===== src/rtl/core/dosr_divider.sv =====
// radix-2 restoring divider, one quotient bit per cycle, unsigned operands
module dosr_divider (
    input  logic        aclk,
    input  logic        aresetn,
    input  logic        start,
    input  logic [41:0] dividend,
    input  logic [41:0] divisor,
    output logic        done,
    output logic [41:0] quotient
);

    logic [41:0] quo_reg, quo_next;
    logic [42:0] rem_reg, rem_next;
    logic [41:0] den_reg, den_next;
    logic [5:0]  cnt_reg, cnt_next;
    logic        busy_reg, busy_next;
    logic        done_reg, done_next;
    logic [42:0] trial;

    always_comb begin
        quo_next  = quo_reg;
        rem_next  = rem_reg;
        den_next  = den_reg;
        cnt_next  = cnt_reg;
        busy_next = busy_reg;
        done_next = 1'b0;
        trial     = {rem_reg[41:0], quo_reg[41]};
        if (start) begin
            quo_next  = dividend;
            rem_next  = '0;
            den_next  = divisor;
            cnt_next  = 6'd0;
            busy_next = 1'b1;
        end else if (busy_reg) begin
            if (trial >= {1'b0, den_reg}) begin
                rem_next = trial - {1'b0, den_reg};
                quo_next = {quo_reg[40:0], 1'b1};
            end else begin
                rem_next = trial;
                quo_next = {quo_reg[40:0], 1'b0};
            end
            cnt_next = cnt_reg + 6'd1;
            if (cnt_reg == 6'd41) begin
                busy_next = 1'b0;
                done_next = 1'b1;
            end
        end
    end

    always_ff @(posedge aclk) begin
        quo_reg <= quo_next;
        rem_reg <= rem_next;
        den_reg <= den_next;
        cnt_reg <= cnt_next;
        if (!aresetn) begin
            busy_reg <= 1'b0;
            done_reg <= 1'b0;
        end else begin
            busy_reg <= busy_next;
            done_reg <= done_next;
        end
    end

    assign done     = done_reg;
    assign quotient = quo_reg;

endmodule


===== config.mk =====
export PLATFORM = sky130hd
export DESIGN_NAME = dosr_divider
export DESIGN_NICKNAME = d
export VERILOG_FILES = /design/src/rtl/core/dosr_divider.sv
export SDC_FILE = /design/constraint.sdc
export NUM_CORES = 1
export LEC_CHECK = 0
export ABC_AREA = 1
export BUFFER_PORTS_ARGS = -buffer_cell sky130_fd_sc_hd__buf_2
export CORE_ASPECT_RATIO = 0.9
export CORE_MARGIN = 2
export CORE_UTILIZATION = 45
export DETAILED_ROUTE_END_ITERATION = 6
export PLACE_DENSITY = 0.65
export SYNTH_ARGS = -nofsm -noshare
export SYNTH_HDL_FRONTEND = slang
export SYNTH_SLANG_ARGS = --single-unit

===== constraint.sdc =====
create_clock -name aclk -period 4.5 [get_ports aclk]
set_input_delay 1.35 -clock aclk [delete_from_list [all_inputs] [get_ports aclk]]
set_output_delay 1.35 -clock aclk [all_outputs]
set_load 0.005 [all_outputs]

==> reports/metrics.yaml <==
status: "completed"
relSlewSlack_pct: 60.43
powerDensity_nw_per_um2: 307.8
setup_viol: 0
utilization_pct: 52.68
hold_class: "register to register"
track_usage_pct: 22.51
timing.rr.end: "rem_reg[16]$_SDFFE_PP0P_"
period_share_pct: 62.51
skew_ns: 0.01871
ys.flop_type: "edfxtp_1"
drc: 0
p_int_w: 0.002331
dp.cells: 1662
synth_nets: 1433
syn_inst: 1301
max_cap_viol_count: 0
pwr-share-clk_pct: 44.4
slew_violations: 0
cts_buffers: 17
cp_max_fo: 45
clkLatencyLatePin_ns: 0.44
die_w_microns: 153.0
io_buffers: 129
synthArstFlopShare_pct: 0
die_area_sq_um: 21130
dp_hpwl_mm: 17.30
pin_count: 130
min_from: "rem_reg[31]$_SDFFE_PP0P_"
cp.arrival_ns: 3.18
post_cts_resized: 0
pwr-share-comb_pct: 11.2
switching_share_pct: 27.40
fillers: 2012
peakVddDrop_uv: 206.8
syn2layout_area_growth_pct: 16.01
avgSynthCellArea_sq_um: 6.912
path_clk_slew_ns: 0.07
grt_pass1_wl_mm: 38.67
root_buffer: "clkbuf_16"
power_switching_w: 0.0008799
rsz0062_at_grt: "false"
power_frac_seq_pct: 44.4
cts.htree.levels: 4
finalSetupTns_ns: 0
antenna_left: 0
reg2reg_from: "den_reg[2]$_DFFE_PP_"
ys.warnings.count: 0
drt-wirelength-per-cell_microns: 13.52
end_kind: "register"
regToRegSetupSlack_ns: 1.69
dieHeight_microns: 138.1
grt.overflow.total: 0
drive_gt1_share_pct: 13.97
crit_start: "den_reg[2]$_DFFE_PP_"
clock_path_buffers: 2
dp_slack_ns: 1.253
grt_start_max_net_pins: 52
wirelength_mm: 22.90
vias_per_cell: 4.844
hold_violations: 0
drtPass1Iterations: 5
clkSinkCount: 134
hold_buffers: 0
worstSetupEndpoint: "rem_reg[16]$_SDFFE_PP0P_"
initial_utilization_pct: 45.41
drt_iter0_markers: 540
crit_type: "register to register"
critPathLaunchType: "register"
ys_ff_latch: 134
stdcell_count: 1694
cts_tree: "done"
post_cts_buffers: 0
worstMarginPinSlew_ns: 0.5930
leakage_nw: 5.572
fmax_mhz: 355.5
nets: 1558
ys_seq_area_share_pct: 39.18
synth_edf_count: 84
setup_ws_ns: 1.687
antennaDiodeCount: 0
first_global_vias: 7995
globalplace.congestion: 0.9794
ys_types: 39
vias: 8206
synthesis.area_sq_um: 8992
period_minus_slack_ns: 2.813
power_w: 0.003211
placementRows: 49
antenna_found_initial: 0
reg2regPathDepth: 13
worstPathRequired_ns: 4.86
coreArea_sq_um: 19800
## per-layer routing
metal  up-vias  share of wire [%]  global-route usage, %
met5         -                  0                      0
met4         0                1.9                  7.310
met3        29                5.7                  5.141
met2       219                 43                  34.86
met1      3680                 49                  31.35
li1       4278                  -                      -
## cells in the mapped netlist (2+ instances only)
| cell | instances | share of area (%) |
|---|---|---|
| nand3b_1 | 27 | 2.3 |
| edfxtp_1 | 84 | 28 |
| o21ai_1 | 16 | 0.89 |
| a31oi_1 | 2 | 0.14 |
| a21oi_2 | 3 | 0.29 |
| ha_1 | 44 | 6.1 |
| buf_2 | 4 | 0.22 |
| a21boi_0 | 2 | 0.17 |
| o21bai_1 | 5 | 0.42 |
| nand4_1 | 2 | 0.14 |
| nor2_1 | 77 | 3.2 |
| clkbuf_1 | 17 | 0.71 |
| a21o_1 | 2 | 0.17 |
| o21ai_0 | 10 | 0.56 |
| xnor2_1 | 22 | 2.1 |
| clkinv_1 | 2 | 0.084 |
| dfxtp_1 | 50 | 11 |
| nor3_1 | 7 | 0.39 |
| inv_2 | 3 | 0.13 |
| nand3_1 | 91 | 5.1 |
| o21a_1 | 2 | 0.17 |
| nand3_2 | 5 | 0.56 |
| nand2_1 | 533 | 22 |
| nor2_4 | 3 | 0.38 |
| buf_6 | 7 | 0.88 |
| buf_4 | 2 | 0.17 |
| inv_1 | 225 | 9.4 |
| a21oi_1 | 29 | 1.6 |
| nor2_2 | 7 | 0.49 |
| nand2_2 | 6 | 0.42 |
| and2_1 | 4 | 0.28 |
## how the worst min path moves through the flow
stage                                     endpoint  slack (ns)  cells after the start
after floorplan           rem_reg[17]$_SDFFE_PP0P_        0.44                      2
after global placement    rem_reg[23]$_SDFFE_PP0P_        0.46                      2
after detailed placement  rem_reg[31]$_SDFFE_PP0P_        0.46                      2
after CTS                 rem_reg[31]$_SDFFE_PP0P_        0.47                      2
after global routing      rem_reg[36]$_SDFFE_PP0P_        0.49                      2
final                     rem_reg[31]$_SDFFE_PP0P_        0.46                      2
## cells in the final DEF (no fill, tap or decap), drive strengths merged, types with 2 or more instances in the layout
master      n
dfxtp      50
clkinvlp    2
clkbuf     18
nand3b     27
o21bai      5
nor2       88
o21ai      26
a31oi       2
a21oi      32
buf       136
nand2     541
nand4       2
edfxtp     84
o21a        2
xnor2      22
a21boi      2
inv       237
nand3      96
a21o        2
and2        4
clkinv      4
nor3        8
ha         44
## power groups by stage
| stage | logic (W) | clock network [W] | registers [W] |
|---|---|---|---|
| after floorplan | 0.000210 | 0 | 0.00145 |
| after global placement | 0.000355 | 0 | 0.00145 |
| after detailed placement | 0.000361 | 0 | 0.00145 |
| after CTS | 0.000361 | 0.00145 | 0.00143 |
| after global routing | 0.000409 | 0.00151 | 0.00144 |
| final | 0.000360 | 0.00143 | 0.00143 |
## logic make-up (layout without fill, tap and decap cells)
| family | Yosys count | after routing | synth area share (%) |
|---|---|---|---|
| flops | 134 | 134 | 39.18 |
| xor+xnor | 23 | 23 | 2.240 |
| compound gates | 72 | 72 | 4.480 |
| fa+ha+maj | 45 | 45 | 6.345 |
| simple gates | 767 | 767 | 36.18 |
| buf+inv | 260 | 398 | 11.58 |
## critical path, stage by stage (launching register included)
cell	delay (ns)
edfxtp_1	0.32
inv_1	0.05
ha_1	0.36
nand2_1	0.11
nand3_1	0.21
nand2_1	0.14
nand3_1	0.15
nand2_1	0.14
nand2_2	0.08
nand2_4	0.45
nand2_8	0.32
nand2_1	0.14
nand3_1	0.11
o21ai_1	0.12
## metrics by stage
stage                     hold slack, ns  cell area, sq um
final                             0.4640             10430
after global routing              0.4857             10430
after CTS                         0.4676             10430
after detailed placement          0.4566              9837
after global placement            0.4584              9837
after floorplan                   0.4436              8992
## area by class of cell
| type | instances | area [sq um] | share of cell area, % |
|---|---|---|---|
| Clock buffer | 18 | 439.2 | 4.210 |
| Clock inverter | 14 | 156.4 | 1.499 |
| Inverter | 230 | 863.3 | 8.275 |
| Multi-Input combinational cell | 907 | 4431 | 42.47 |
| Sequential cell | 134 | 3523 | 33.77 |
| Tap cell | 255 | 319.1 | 3.058 |
| Timing Repair Buffer | 136 | 700.7 | 6.716 |
Power figures use the tool's default switching activity.
